[config.mk]
export PLATFORM = sky130hd
export DESIGN_NAME = two_tone_goertzel_classifier
export DESIGN_NICKNAME = d
export VERILOG_FILES = /design/src/design/ttgc_pkg.sv /design/src/design/ttgc_window.sv /design/src/design/two_tone_goertzel_classifier.sv
export VERILOG_INCLUDE_DIRS = /design/src /design/src/design
export SDC_FILE = /design/constraint.sdc
export NUM_CORES = 2
export LEC_CHECK = 0
export BUFFER_PORTS_ARGS = -buffer_cell sky130_fd_sc_hd__buf_2
export CAP_MARGIN = 30
export CORE_ASPECT_RATIO = 0.8
export CORE_MARGIN = 1
export CORE_UTILIZATION = 55
export DETAILED_ROUTE_END_ITERATION = 6
export PLACE_DENSITY = 0.71
export SLEW_MARGIN = 15
export SYNTH_ARGS = -nofsm -noshare
export SYNTH_HDL_FRONTEND = slang
export SYNTH_SLANG_ARGS = --single-unit
[constraint.sdc]
create_clock -name clk -period 10.8 [get_ports clk]
set_input_delay 1.08 -clock clk [delete_from_list [all_inputs] [get_ports clk]]
set_output_delay 1.08 -clock clk [all_outputs]
set_load 0.01 [all_outputs]
[src/design/two_tone_goertzel_classifier_assert.svh]
// ----------------------------------------------------------------------------
// two-tone goertzel classifier assertion macros
// clocked on clk, disabled while arst_n is low
// ----------------------------------------------------------------------------
`ifndef TWO_TONE_GOERTZEL_CLASSIFIER_ASSERT_SVH
`define TWO_TONE_GOERTZEL_CLASSIFIER_ASSERT_SVH

// consequent checked in the same cycle as the antecedent
`define TTGC_ASSERT_SAME(label, ante, cons, msg) \
	label: assert property (@(posedge clk) disable iff (!arst_n) (ante) |-> (cons)) \
		else $error(msg);

// consequent checked in the cycle after the antecedent
`define TTGC_ASSERT_NEXT(label, ante, cons, msg) \
	label: assert property (@(posedge clk) disable iff (!arst_n) (ante) |=> (cons)) \
		else $error(msg);

`endif

[src/design/ttgc_pkg.sv]
// ----------------------------------------------------------------------------
// ttgc_pkg
// shared widths, defaults and the window store control types
// ----------------------------------------------------------------------------
package ttgc_pkg;

	localparam int WINDOW_DEF = 16;
	localparam int SHIFT      = 14;

	localparam int SAMPLE_W = 12;
	localparam int COEF_W   = 16;
	localparam int ACC_W    = 32;

	localparam logic signed [COEF_W-1:0] MARK_COEF_RST  = 16'sd23170;
	localparam logic signed [COEF_W-1:0] SPACE_COEF_RST = 16'sd4277;
	localparam logic [SAMPLE_W-1:0]      BIAS_RST       = 12'd2048;

	// read requests into the window store
	typedef struct packed {
		logic start;   // read the oldest entry, restart the read walk
		logic step;    // read the next entry of the walk
	} win_rd_t;

	// window store status
	typedef struct packed {
		logic due;     // the word on the write port completes a window
		logic last;    // the data on the read port is the newest of the window
	} win_stat_t;

endpackage

[src/design/ttgc_window.sv]
// ----------------------------------------------------------------------------
// ttgc_window
// ring of the last WINDOW samples with fill count and an oldest-first read walk
// ----------------------------------------------------------------------------
module ttgc_window #(
	parameter int WINDOW = ttgc_pkg::WINDOW_DEF
) (
	input  logic                          clk,
	input  logic                          arst_n,
	input  logic                          wr_en,
	input  logic [ttgc_pkg::SAMPLE_W-1:0] wr_sample,
	input  logic                          wr_first,
	input  ttgc_pkg::win_rd_t             rd_ctl,
	output logic [ttgc_pkg::SAMPLE_W-1:0] rd_data,
	output ttgc_pkg::win_stat_t           stat
);

	localparam int PTR_W = (WINDOW > 1) ? $clog2(WINDOW) : 1;
	localparam int CNT_W = $clog2(WINDOW + 1);
	localparam logic [PTR_W-1:0] PTR_LAST = PTR_W'(WINDOW - 1);
	localparam logic [CNT_W-1:0] FILL_MAX = CNT_W'(WINDOW);

	logic [ttgc_pkg::SAMPLE_W-1:0] window_mem_q [WINDOW];
	logic [ttgc_pkg::SAMPLE_W-1:0] rd_data_q;
	logic [PTR_W-1:0]              wr_ptr_q;
	logic [PTR_W-1:0]              rd_ptr_q;
	logic [PTR_W-1:0]              rd_cnt_q;
	logic [CNT_W-1:0]              fill_q;

	logic [CNT_W-1:0] fill_base;
	logic [CNT_W-1:0] fill_next;
	logic [PTR_W-1:0] wr_inc;
	logic [PTR_W-1:0] rd_addr;
	logic [PTR_W-1:0] rd_inc;
	logic             rd_en;

	always_comb begin
		fill_base = wr_first ? '0 : fill_q;
		fill_next = (fill_base == FILL_MAX) ? fill_base : fill_base + 1'b1;
		wr_inc    = (wr_ptr_q == PTR_LAST) ? '0 : wr_ptr_q + 1'b1;
		// after the last write the write pointer sits on the oldest entry
		rd_addr   = rd_ctl.start ? wr_ptr_q : rd_ptr_q;
		rd_inc    = (rd_addr == PTR_LAST) ? '0 : rd_addr + 1'b1;
		rd_en     = rd_ctl.start | rd_ctl.step;
	end

	assign stat.due  = (fill_next == FILL_MAX);
	assign stat.last = (rd_cnt_q == PTR_LAST);
	assign rd_data   = rd_data_q;

	always_ff @(posedge clk or negedge arst_n) begin
		if (!arst_n) begin
			wr_ptr_q <= '0;
			rd_ptr_q <= '0;
			rd_cnt_q <= '0;
			fill_q   <= '0;
		end else begin
			if (wr_en) begin
				wr_ptr_q <= wr_inc;
				fill_q   <= fill_next;
			end
			if (rd_ctl.start) begin
				rd_ptr_q <= rd_inc;
				rd_cnt_q <= '0;
			end else if (rd_ctl.step) begin
				rd_ptr_q <= rd_inc;
				rd_cnt_q <= rd_cnt_q + 1'b1;
			end
		end
	end

	// writes only come while the reader is idle, so no same-entry overlap
	always_ff @(posedge clk) begin
		if (wr_en) begin
			window_mem_q[wr_ptr_q] <= wr_sample;
		end
		if (rd_en) begin
			rd_data_q <= window_mem_q[rd_addr];
		end
	end

endmodule

[src/design/two_tone_goertzel_classifier.sv]
// ----------------------------------------------------------------------------
// two_tone_goertzel_classifier
// mark/space tone detector: goertzel power of two tones over a sample window
// ----------------------------------------------------------------------------
// input channel: sample and block_first with in_valid/in_stall. a word is taken
// when in_valid is high and in_stall low; block_first restarts the window.
// output channel: tone and total_power with out_valid/out_stall, held while
// out_stall is high. one output register sits between the two channels.
// a sample that does not complete a window gives no word, and the block stays ready for the next sample.
// a sample that completes a window (at least WINDOW samples since the block start)
// starts a run that ends with the result loaded into the output register: one
// shared 32x32 multiplier runs three steps per window entry (mark product,
// space product, write-back) plus ten steps for the two power terms.
// in_stall is high for that whole run; the next sample is taken right after,
// even if the last word still waits in the output register. if the output
// register is still full at the end of a run, the result waits in place.
// config: cfg_we, cfg_index, cfg_data; 0 mark coef, 1 space coef, 2 bias.
// reset clears the fill count (a new block starts), restores the default
// coefficients and bias and empties the output register.
// ----------------------------------------------------------------------------
module two_tone_goertzel_classifier #(
	parameter int WINDOW = ttgc_pkg::WINDOW_DEF
) (
	input  logic                          clk,
	input  logic                          arst_n,
	input  logic                          in_valid,
	output logic                          in_stall,
	input  logic [ttgc_pkg::SAMPLE_W-1:0] sample,
	input  logic                          block_first,
	output logic                          out_valid,
	input  logic                          out_stall,
	output logic                          tone,
	output logic signed [31:0]            total_power,
	input  logic                          cfg_we,
	input  logic [1:0]                    cfg_index,
	input  logic [ttgc_pkg::COEF_W-1:0]   cfg_data
);

`include "two_tone_goertzel_classifier_assert.svh"

	typedef enum logic [1:0] {
		REG_MARK  = 2'd0,
		REG_SPACE = 2'd1,
		REG_BIAS  = 2'd2
	} reg_idx_t;

	typedef enum logic [10:0] {
		S_IDLE = 11'b00000000001,
		S_RD   = 11'b00000000010,
		S_MM   = 11'b00000000100,
		S_UM   = 11'b00000001000,
		S_US   = 11'b00000010000,
		S_CQ   = 11'b00000100000,
		S_Q11  = 11'b00001000000,
		S_Q22  = 11'b00010000000,
		S_X    = 11'b00100000000,
		S_PW   = 11'b01000000000,
		S_OUT  = 11'b10000000000
	} state_t;

	localparam int AW = ttgc_pkg::ACC_W;
	localparam int CW = ttgc_pkg::COEF_W;
	localparam int SW = ttgc_pkg::SAMPLE_W;

	state_t state_q, state_d;

	logic signed [CW-1:0] mark_coef_q;
	logic signed [CW-1:0] space_coef_q;
	logic [SW-1:0]        bias_q;

	logic signed [AW-1:0]   q1m_q, q2m_q, q1s_q, q2s_q;
	logic signed [AW-1:0]   cq_q, acc_q, pm_q, ps_q;
	logic signed [2*AW-1:0] prod_q;
	logic                   tone_sel_q;
	logic                   out_valid_q;
	logic                   tone_q;
	logic signed [AW-1:0]   total_q;

	ttgc_pkg::win_rd_t   win_rd;
	ttgc_pkg::win_stat_t win_stat;
	logic [SW-1:0]       win_data;

	logic                   in_accept;
	logic                   out_load;
	logic signed [SW:0]     s_diff;
	logic signed [AW-1:0]   s_ext;
	logic signed [2*AW-1:0] prod_sh;
	logic signed [AW-1:0]   cq_now;
	logic signed [AW-1:0]   q0_new;
	logic signed [AW-1:0]   q1_sel, q2_sel;
	logic signed [CW-1:0]   c_sel;
	logic signed [AW-1:0]   mul_a, mul_b;
	logic signed [AW-1:0]   pow;

	ttgc_window #(
		.WINDOW (WINDOW)
	) u_window (
		.clk       (clk),
		.arst_n    (arst_n),
		.wr_en     (in_accept),
		.wr_sample (sample),
		.wr_first  (block_first),
		.rd_ctl    (win_rd),
		.rd_data   (win_data),
		.stat      (win_stat)
	);

	assign in_stall  = (state_q != S_IDLE);
	assign in_accept = in_valid & ~in_stall;
	assign out_load  = (state_q == S_OUT) & (~out_valid_q | ~out_stall);

	always_ff @(posedge clk or negedge arst_n) begin
		if (!arst_n) begin
			mark_coef_q  <= ttgc_pkg::MARK_COEF_RST;
			space_coef_q <= ttgc_pkg::SPACE_COEF_RST;
			bias_q       <= ttgc_pkg::BIAS_RST;
		end else if (cfg_we) begin
			unique case (cfg_index)
				REG_MARK:  mark_coef_q  <= cfg_data;
				REG_SPACE: space_coef_q <= cfg_data;
				REG_BIAS:  bias_q       <= cfg_data[SW-1:0];
				default: begin
				end
			endcase
		end
	end

	always_comb begin
		s_diff  = $signed({1'b0, win_data}) - $signed({1'b0, bias_q});
		s_ext   = {{(AW-SW-1){s_diff[SW]}}, s_diff};
		prod_sh = prod_q >>> ttgc_pkg::SHIFT;
		cq_now  = prod_sh[AW-1:0];
		q1_sel  = tone_sel_q ? q1s_q : q1m_q;
		q2_sel  = tone_sel_q ? q2s_q : q2m_q;
		c_sel   = tone_sel_q ? space_coef_q : mark_coef_q;
		// q2 of the tone being updated: mark in S_UM, space in S_US
		q0_new  = cq_now - ((state_q == S_US) ? q2s_q : q2m_q) + s_ext;
		pow     = acc_q - prod_q[AW-1:0];
	end

	// operand select for the shared multiplier
	always_comb begin
		mul_a = '0;
		mul_b = '0;
		unique case (state_q)
			S_MM: begin
				mul_a = {{(AW-CW){mark_coef_q[CW-1]}}, mark_coef_q};
				mul_b = q1m_q;
			end
			S_UM: begin
				mul_a = {{(AW-CW){space_coef_q[CW-1]}}, space_coef_q};
				mul_b = q1s_q;
			end
			S_CQ: begin
				mul_a = {{(AW-CW){c_sel[CW-1]}}, c_sel};
				mul_b = q1_sel;
			end
			S_Q11: begin
				mul_a = q1_sel;
				mul_b = q1_sel;
			end
			S_Q22: begin
				mul_a = q2_sel;
				mul_b = q2_sel;
			end
			S_X: begin
				mul_a = cq_q;
				mul_b = q2_sel;
			end
			default: begin
			end
		endcase
	end

	always_comb begin
		state_d      = state_q;
		win_rd.start = 1'b0;
		win_rd.step  = 1'b0;
		unique case (state_q)
			S_IDLE: if (in_valid && win_stat.due) state_d = S_RD;
			S_RD: begin
				win_rd.start = 1'b1;
				state_d      = S_MM;
			end
			S_MM:  state_d = S_UM;
			S_UM:  state_d = S_US;
			S_US: begin
				if (win_stat.last) begin
					state_d = S_CQ;
				end else begin
					win_rd.step = 1'b1;
					state_d     = S_MM;
				end
			end
			S_CQ:  state_d = S_Q11;
			S_Q11: state_d = S_Q22;
			S_Q22: state_d = S_X;
			S_X:   state_d = S_PW;
			S_PW:  state_d = tone_sel_q ? S_OUT : S_CQ;
			S_OUT: if (out_load) state_d = S_IDLE;
			default: state_d = S_IDLE;
		endcase
	end

	always_ff @(posedge clk or negedge arst_n) begin
		if (!arst_n) begin
			state_q     <= S_IDLE;
			tone_sel_q  <= 1'b0;
			out_valid_q <= 1'b0;
		end else begin
			state_q <= state_d;
			if (state_q == S_US && win_stat.last) begin
				tone_sel_q <= 1'b0;
			end else if (state_q == S_PW) begin
				tone_sel_q <= 1'b1;
			end
			if (out_load) begin
				out_valid_q <= 1'b1;
			end else if (!out_stall) begin
				out_valid_q <= 1'b0;
			end
		end
	end

	always_ff @(posedge clk) begin
		prod_q <= mul_a * mul_b;
		case (state_q)
			S_RD: begin
				q1m_q <= '0;
				q2m_q <= '0;
				q1s_q <= '0;
				q2s_q <= '0;
			end
			S_UM: begin
				q1m_q <= q0_new;
				q2m_q <= q1m_q;
			end
			S_US: begin
				q1s_q <= q0_new;
				q2s_q <= q1s_q;
			end
			S_Q11: cq_q  <= cq_now;
			S_Q22: acc_q <= prod_q[AW-1:0];
			S_X:   acc_q <= acc_q + prod_q[AW-1:0];
			S_PW: begin
				if (tone_sel_q) begin
					ps_q <= pow;
				end else begin
					pm_q <= pow;
				end
			end
			default: begin
			end
		endcase
		if (out_load) begin
			tone_q  <= (ps_q > pm_q);
			total_q <= pm_q + ps_q;
		end
	end

	assign out_valid   = out_valid_q;
	assign tone        = tone_q;
	assign total_power = total_q;

	`TTGC_ASSERT_NEXT(a_start_walk, in_accept && win_stat.due, state_q == S_RD, "window walk did not start")
	`TTGC_ASSERT_NEXT(a_walk_end, (state_q == S_US) && win_stat.last, (state_q == S_CQ) && !tone_sel_q, "walk end did not begin mark power")
	`TTGC_ASSERT_NEXT(a_space_done, (state_q == S_PW) && tone_sel_q, state_q == S_OUT, "space power not followed by output")
	`TTGC_ASSERT_NEXT(a_out_load, out_load, out_valid_q && (state_q == S_IDLE), "result load lost")

endmodule

# [Word-level counts from Yosys, hierarchy flattened]
# Memories as Yosys holds them, arrays and structs flattened. A register that Yosys moved wholly into a read port is not among the register bits.
# Cells that the tools add are included.
[word_totals] regBits=409 ramBits=192 inputBits=36 word_cells=114 memories=1
[memory_table] name="u_window.window_mem_q" depth=16 word_bits=12 read_ports=1 rd_ports_with_merged_regs=1 wr=1 line="ttgc_window.sv:23" text="logic [ttgc_pkg::SAMPLE_W-1:0] window_mem_q [WINDOW];"
[op_classes] addsub=10 mul=1 magnitude_cmp=1 n_eq_ne=22 mux=34 n_bitwise=8 n_reduce_logical=16
[op_table] cell="$pmux W32 S2" count=5
[op_table] cell="$pmux W32 S6" count=1
[op_table] cell="$pmux W32 S4" count=1
[op_table] cell="$pmux W11 S11" count=1
[op_table] cell="$mux W32" count=3
[op_table] cell="$add A32 B32 Y32" count=2
[op_table] cell="$sub A32 B32 Y32" count=2
[op_table] cell="$mul A32 B32 Y46" count=1
[op_table] cell="$mux W11" count=3
[op_table] cell="$add A32 B13 Y32" count=1
[op_table] cell="$gt A32 B32 Y1" count=1
[op_table] cell="$mux W4" count=7
[op_table] cell="$mux W16" count=1
[op_table] cell="$sub A12 B12 Y13" count=1
[op_table] cell="$add A4 B1 Y4 const B" count=3
[op_table] cell="$eq A4 B4 Y1 const B" count=3
[op_table] cell="$reduce_and A2 Y1" count=6
[op_table] cell="$eq A11 B1 Y1 const B" count=1
[op_table] cell="$eq A11 B10 Y1 const B" count=1
[op_table] cell="$eq A11 B11 Y1 const B" count=1
[op_table] cell="$eq A11 B2 Y1 const B" count=1
[op_table] cell="$eq A11 B3 Y1 const B" count=1
[op_table] cell="$eq A11 B4 Y1 const B" count=1
[op_table] cell="$eq A11 B5 Y1 const B" count=1
[op_table] cell="21 further kinds" count=43

# [Longest topological paths before layout]
[depth] depth_word=7 mapped_depth=39

# [By module]
# A second synthesis with hierarchy kept.
[unflattened] cells_unflattened=5934 hier_area_um2=59442.0
[by_module_without_submodules] module="two_tone_goertzel_classifier" n_inst=1 cells_per_inst=5258 area_each_um2=50475.9 seq_area_each_um2=11043.1
[by_module_without_submodules] module="ttgc_window" n_inst=1 cells_per_inst=676 area_each_um2=8966.1 seq_area_each_um2=6551.3

# [Worst setup path before layout]
# OpenSTA, ideal clock, no wires.
[synth_timing] path_type="flip-flop to flip-flop" startpoint="register state_q[10]" endpoint="register prod_q[42]" setup_ns=0.072 t_arrival_ns=9.977 slack_ns=0.751 path_stages_with_launch=35 n_path_buf=2 synth_period_minus_slack_ns=10.049 path_cell_list="dfrtp_1 nor4_4 and2_4 nand4_2 clkinv_1 clkbuf_1 a222oi_1 and2_1 clkbuf_1 nor2_1 fa_1 fa_1 fa_1 inv_1 fa_1 inv_1 fa_1 inv_1 fa_1 inv_1 fa_1 fa_1 ha_1 a21o_1 a21o_1 a21oi_1 o21ai_0 a2111oi_0 o2bb2ai_1 a31oi_1 o21bai_1 a221o_1 a211o_1 a21oi_1 xnor2_1"
[synth_via] elab_chain_len=4
[synth_rtl] element="start: declaration" line="two_tone_goertzel_classifier.sv:65" text="state_t state_q, state_d;"
[synth_rtl] element="start signal: assignment" line="two_tone_goertzel_classifier.sv:211" text="state_q <= state_d;"
[synth_rtl] element="$eq A11 B9 Y1 (tied with other cells)" line="two_tone_goertzel_classifier.sv:145" text="unique case (state_q)"
[synth_rtl] element="$reduce_or A2 Y1 (no line)"
[synth_rtl] element="$pmux W32 S4" line="two_tone_goertzel_classifier.sv:145"
[synth_rtl] element="$mul A32 B32 Y46 *" line="two_tone_goertzel_classifier.sv:226" text="prod_q <= mul_a * mul_b;"
[synth_rtl] element="end signal: assignment" line="two_tone_goertzel_classifier.sv:226"
[synth_rtl] element="end: declaration" line="two_tone_goertzel_classifier.sv:73" text="logic signed [2*AW-1:0] prod_q;"
# Mark *: on every way between the ends. The rest lies on a longest branch, timed or not.
# A chain may end at the register's enable or synchronous reset.

# [Worst setup path after layout]
[layout_timing] startpoint="register state_q[9]" endpoint="register prod_q[45]"
# The elaborated chain is that of the path after synthesis.

==> run metrics <==
placed insts 7295; FF-to-FF path depth 32; Core Area 107000 µm²; area grow syn2layout 8.41%; global-route wire length before repair 259000 µm; maximum clock insertion buffer count 3; asr flop ratio synth 0.121; initial antenna violation count 3; TritonCTS clock tree yes; critical path fanouts, max 16; Num CTS Buffers 61; Antenna Nets Post-Route 0; Avg WL per Cell 22.7 µm; vias in the first global route 43100; cell count after synthesis 5886; Pins Over Slew Limit 0; RSZ-0062 raised after global routing false; Final Util 0.602; Mapped Area 59200 µm²; register area share after synthesis 0.297; Peak VDD IR 0.144 mV; hpwl dp 132000 µm; Max-slew headroom 0.190; PwrDens 84.1 nW/µm²; outcome complete, no violations; main flop type after synthesis edfxtp_1; final non-filler cell total 7411; net switching power 1.35 mW; CP most frequent cell fa_1; H-tree depth 2; startpoint types flop; Syn Area/Cell 10.1 µm²; top cell type's share of synthesized area 0.280; Initial Util 0.556; die area 109000 µm²; number of I/O port buffers 70; GP Congestion 1.01; clock sinks 613; GR Util All Layers 0.316; Synth Warn # 0; final-layout fill cell count 8840; worst-margin pin slew 1.21 ns; largest net degree at the start of global routing 73; CP max stage delay 0.65 ns; post-CTS setup buffer count 0; hold_buf cts 0; Antenna Cells 0; row cnt 107; Clock Skew 0.0847 ns; Commonest cells post-synth inv_1, fa_1, nand2_1; initial detailed-routing violation count 4620; Die Y 296 µm; Crit path required time 11.36 ns; fraction of layout cells with a size suffix above 1 0.0889; combinational power share 0.084; count leader, synth inv_1; Worst setup EP type flop; Detailed Route WL 169000 µm; Power Internal 4.05 mW; EDFF count, synth 493; leakage 28.4 nW; Critical Path AT 10.92 ns; Vias per Instance 5.78; post-synth top area cell fa_1; CTS Root Cell clkbuf_16; Synth cell types 101; Switching Share 0.250; power share of the clock group 0.411; max cap viols 0; Slowest cell on crit path a221o_1; Reg power frac 0.505; Post-CTS Resized 0; f_max 96.4 MHz; Final setup viols 0; Yosys reg bits 613; Final period util 0.960; Setup WS post-layout 0.431 ns; io pins 71; fin crit period 10.37 ns; Worst-Skew Late Latency 0.69 ns; ranking of synthesized cells by area fa_1, edfxtp_1, ha_1, inv_1, nand2_1; fin nets 7150; TNS Setup 0 ns; vias 42800; hold crit path type input pin to async pin; Place WS 0.335 ns; GR Overflow Total 0; first-pass detailed-route iteration total 6; Remaining DRCs 0; clock transition at the registers of the reported paths 0.07 ns; final hold viol count 0; die span in x 369 µm; Syn Nets 7093; CP Class flop to flop
-- through the flow --
step	cell area [µm²]	power [mW]	hold WS (ns)
3_5_place_dp	62000	3.22	0.496
6_report	64200	5.40	0.155
4_1_cts	64100	5.42	0.128
2_1_floorplan	59200	3.04	0.429
3_3_place_gp	61900	3.21	0.488
5_1_grt	64200	5.56	0.136
-- metal layers --
| layer | global-route usage | up-vias | part of all wire |
|---|---|---|---|
| li1 | - | 18900 | - |
| met1 | 0.453 | 21400 | 0.42 |
| met2 | 0.464 | 2173 | 0.43 |
| met3 | 0.0820 | 360 | 0.11 |
| met4 | 0.111 | 2 | 0.041 |
| met5 | 0 | - | 0.000077 |
-- cells in the final DEF, fill, tap and decap left out, types with 95 or more instances in the layout --
cell type,Yosys,final
edfxtp_1,493,493
nand2_1,716,714
and2_1,106,106
a21oi_1,215,213
inv_1,1000,999
o21ai_0,96,95
nor2_1,701,699
ha_1,342,342
buf_4,4,176
fa_1,829,829
xnor2_1,164,164
-- worst paths after layout --
path | from | slack [ns] | to
max reg2reg | state_q[9] | 0.43 | prod_q[45]
max | state_q[9] | 0.43 | prod_q[45]
max in group asynchronous | arst_n | 9.81 | space_coef_q[6]
min in group clk | bias_q[1] | 0.51 | bias_q[1]
min reg2reg | bias_q[1] | 0.51 | bias_q[1]
min | arst_n | 0.15 | u_window.fill_q[1]
-- kinds of logic (layout without fill, tap and decap cells) --
| logic type | count (synthesis) | count (layout) | share of synthesized area |
|---|---|---|---|
| DFF | 613 | 613 | 0.297 |
| AOI/OAI and AO/OA | 723 | 723 | 0.0851 |
| adders and majority gates | 1171 | 1171 | 0.352 |
| and+or+nand+nor | 1766 | 1766 | 0.128 |
| muxes | 133 | 133 | 0.0239 |
| buffers and inverters | 1263 | 1371 | 0.0815 |
| xor gates and xnor gates | 217 | 217 | 0.0322 |
-- registers in the layout, summed over array words and instances (netlist names), 12 cells and up --
name,cells
q2m_q,32
q1m_q,32
mark_coef_q,16
acc_q,32
pm_q,32
bias_q,12
q2s_q,32
total_power,32
space_coef_q,16
cq_q,32
q1s_q,32
prod_q,46
u_window.window_mem_q,192
ps_q,32
u_window.rd_data,12
-- worst max-delay path: cells and delay by family (launching register included) --
kind / cells / cell delay [ns]
DFF: 1 / 0.44
buffers and inverters: 6 / 1.08
AOI/OAI and AO/OA: 10 / 2.84
xor gates and xnor gates: 1 / 0.14
and+or+nand+nor: 6 / 1.36
adders and majority gates: 9 / 4.33
-- power groups by stage --
| stage | clock (mW) | combinational (mW) | sequential (mW) |
|---|---|---|---|
| after CTS | 2.24 | 0.451 | 2.72 |
| after detailed placement | 0 | 0.447 | 2.77 |
| after floorplan | 0 | 0.318 | 2.72 |
| final | 2.22 | 0.454 | 2.73 |
| after global routing | 2.32 | 0.505 | 2.73 |
| after global placement | 0 | 0.437 | 2.77 |
-- cell type report --
class,instances,area [µm²],area share
Multi-Input combinational cell,4010,37200,0.579
Sequential cell,613,17600,0.274
Inverter,1006,3780,0.0588
Timing Repair Buffer,251,1790,0.0278
Tap cell,1417,1770,0.0276
Clock buffer,75,1680,0.0262
Clock inverter,39,405,0.00631
No activity file was read; power rests on OpenSTA's default activity.
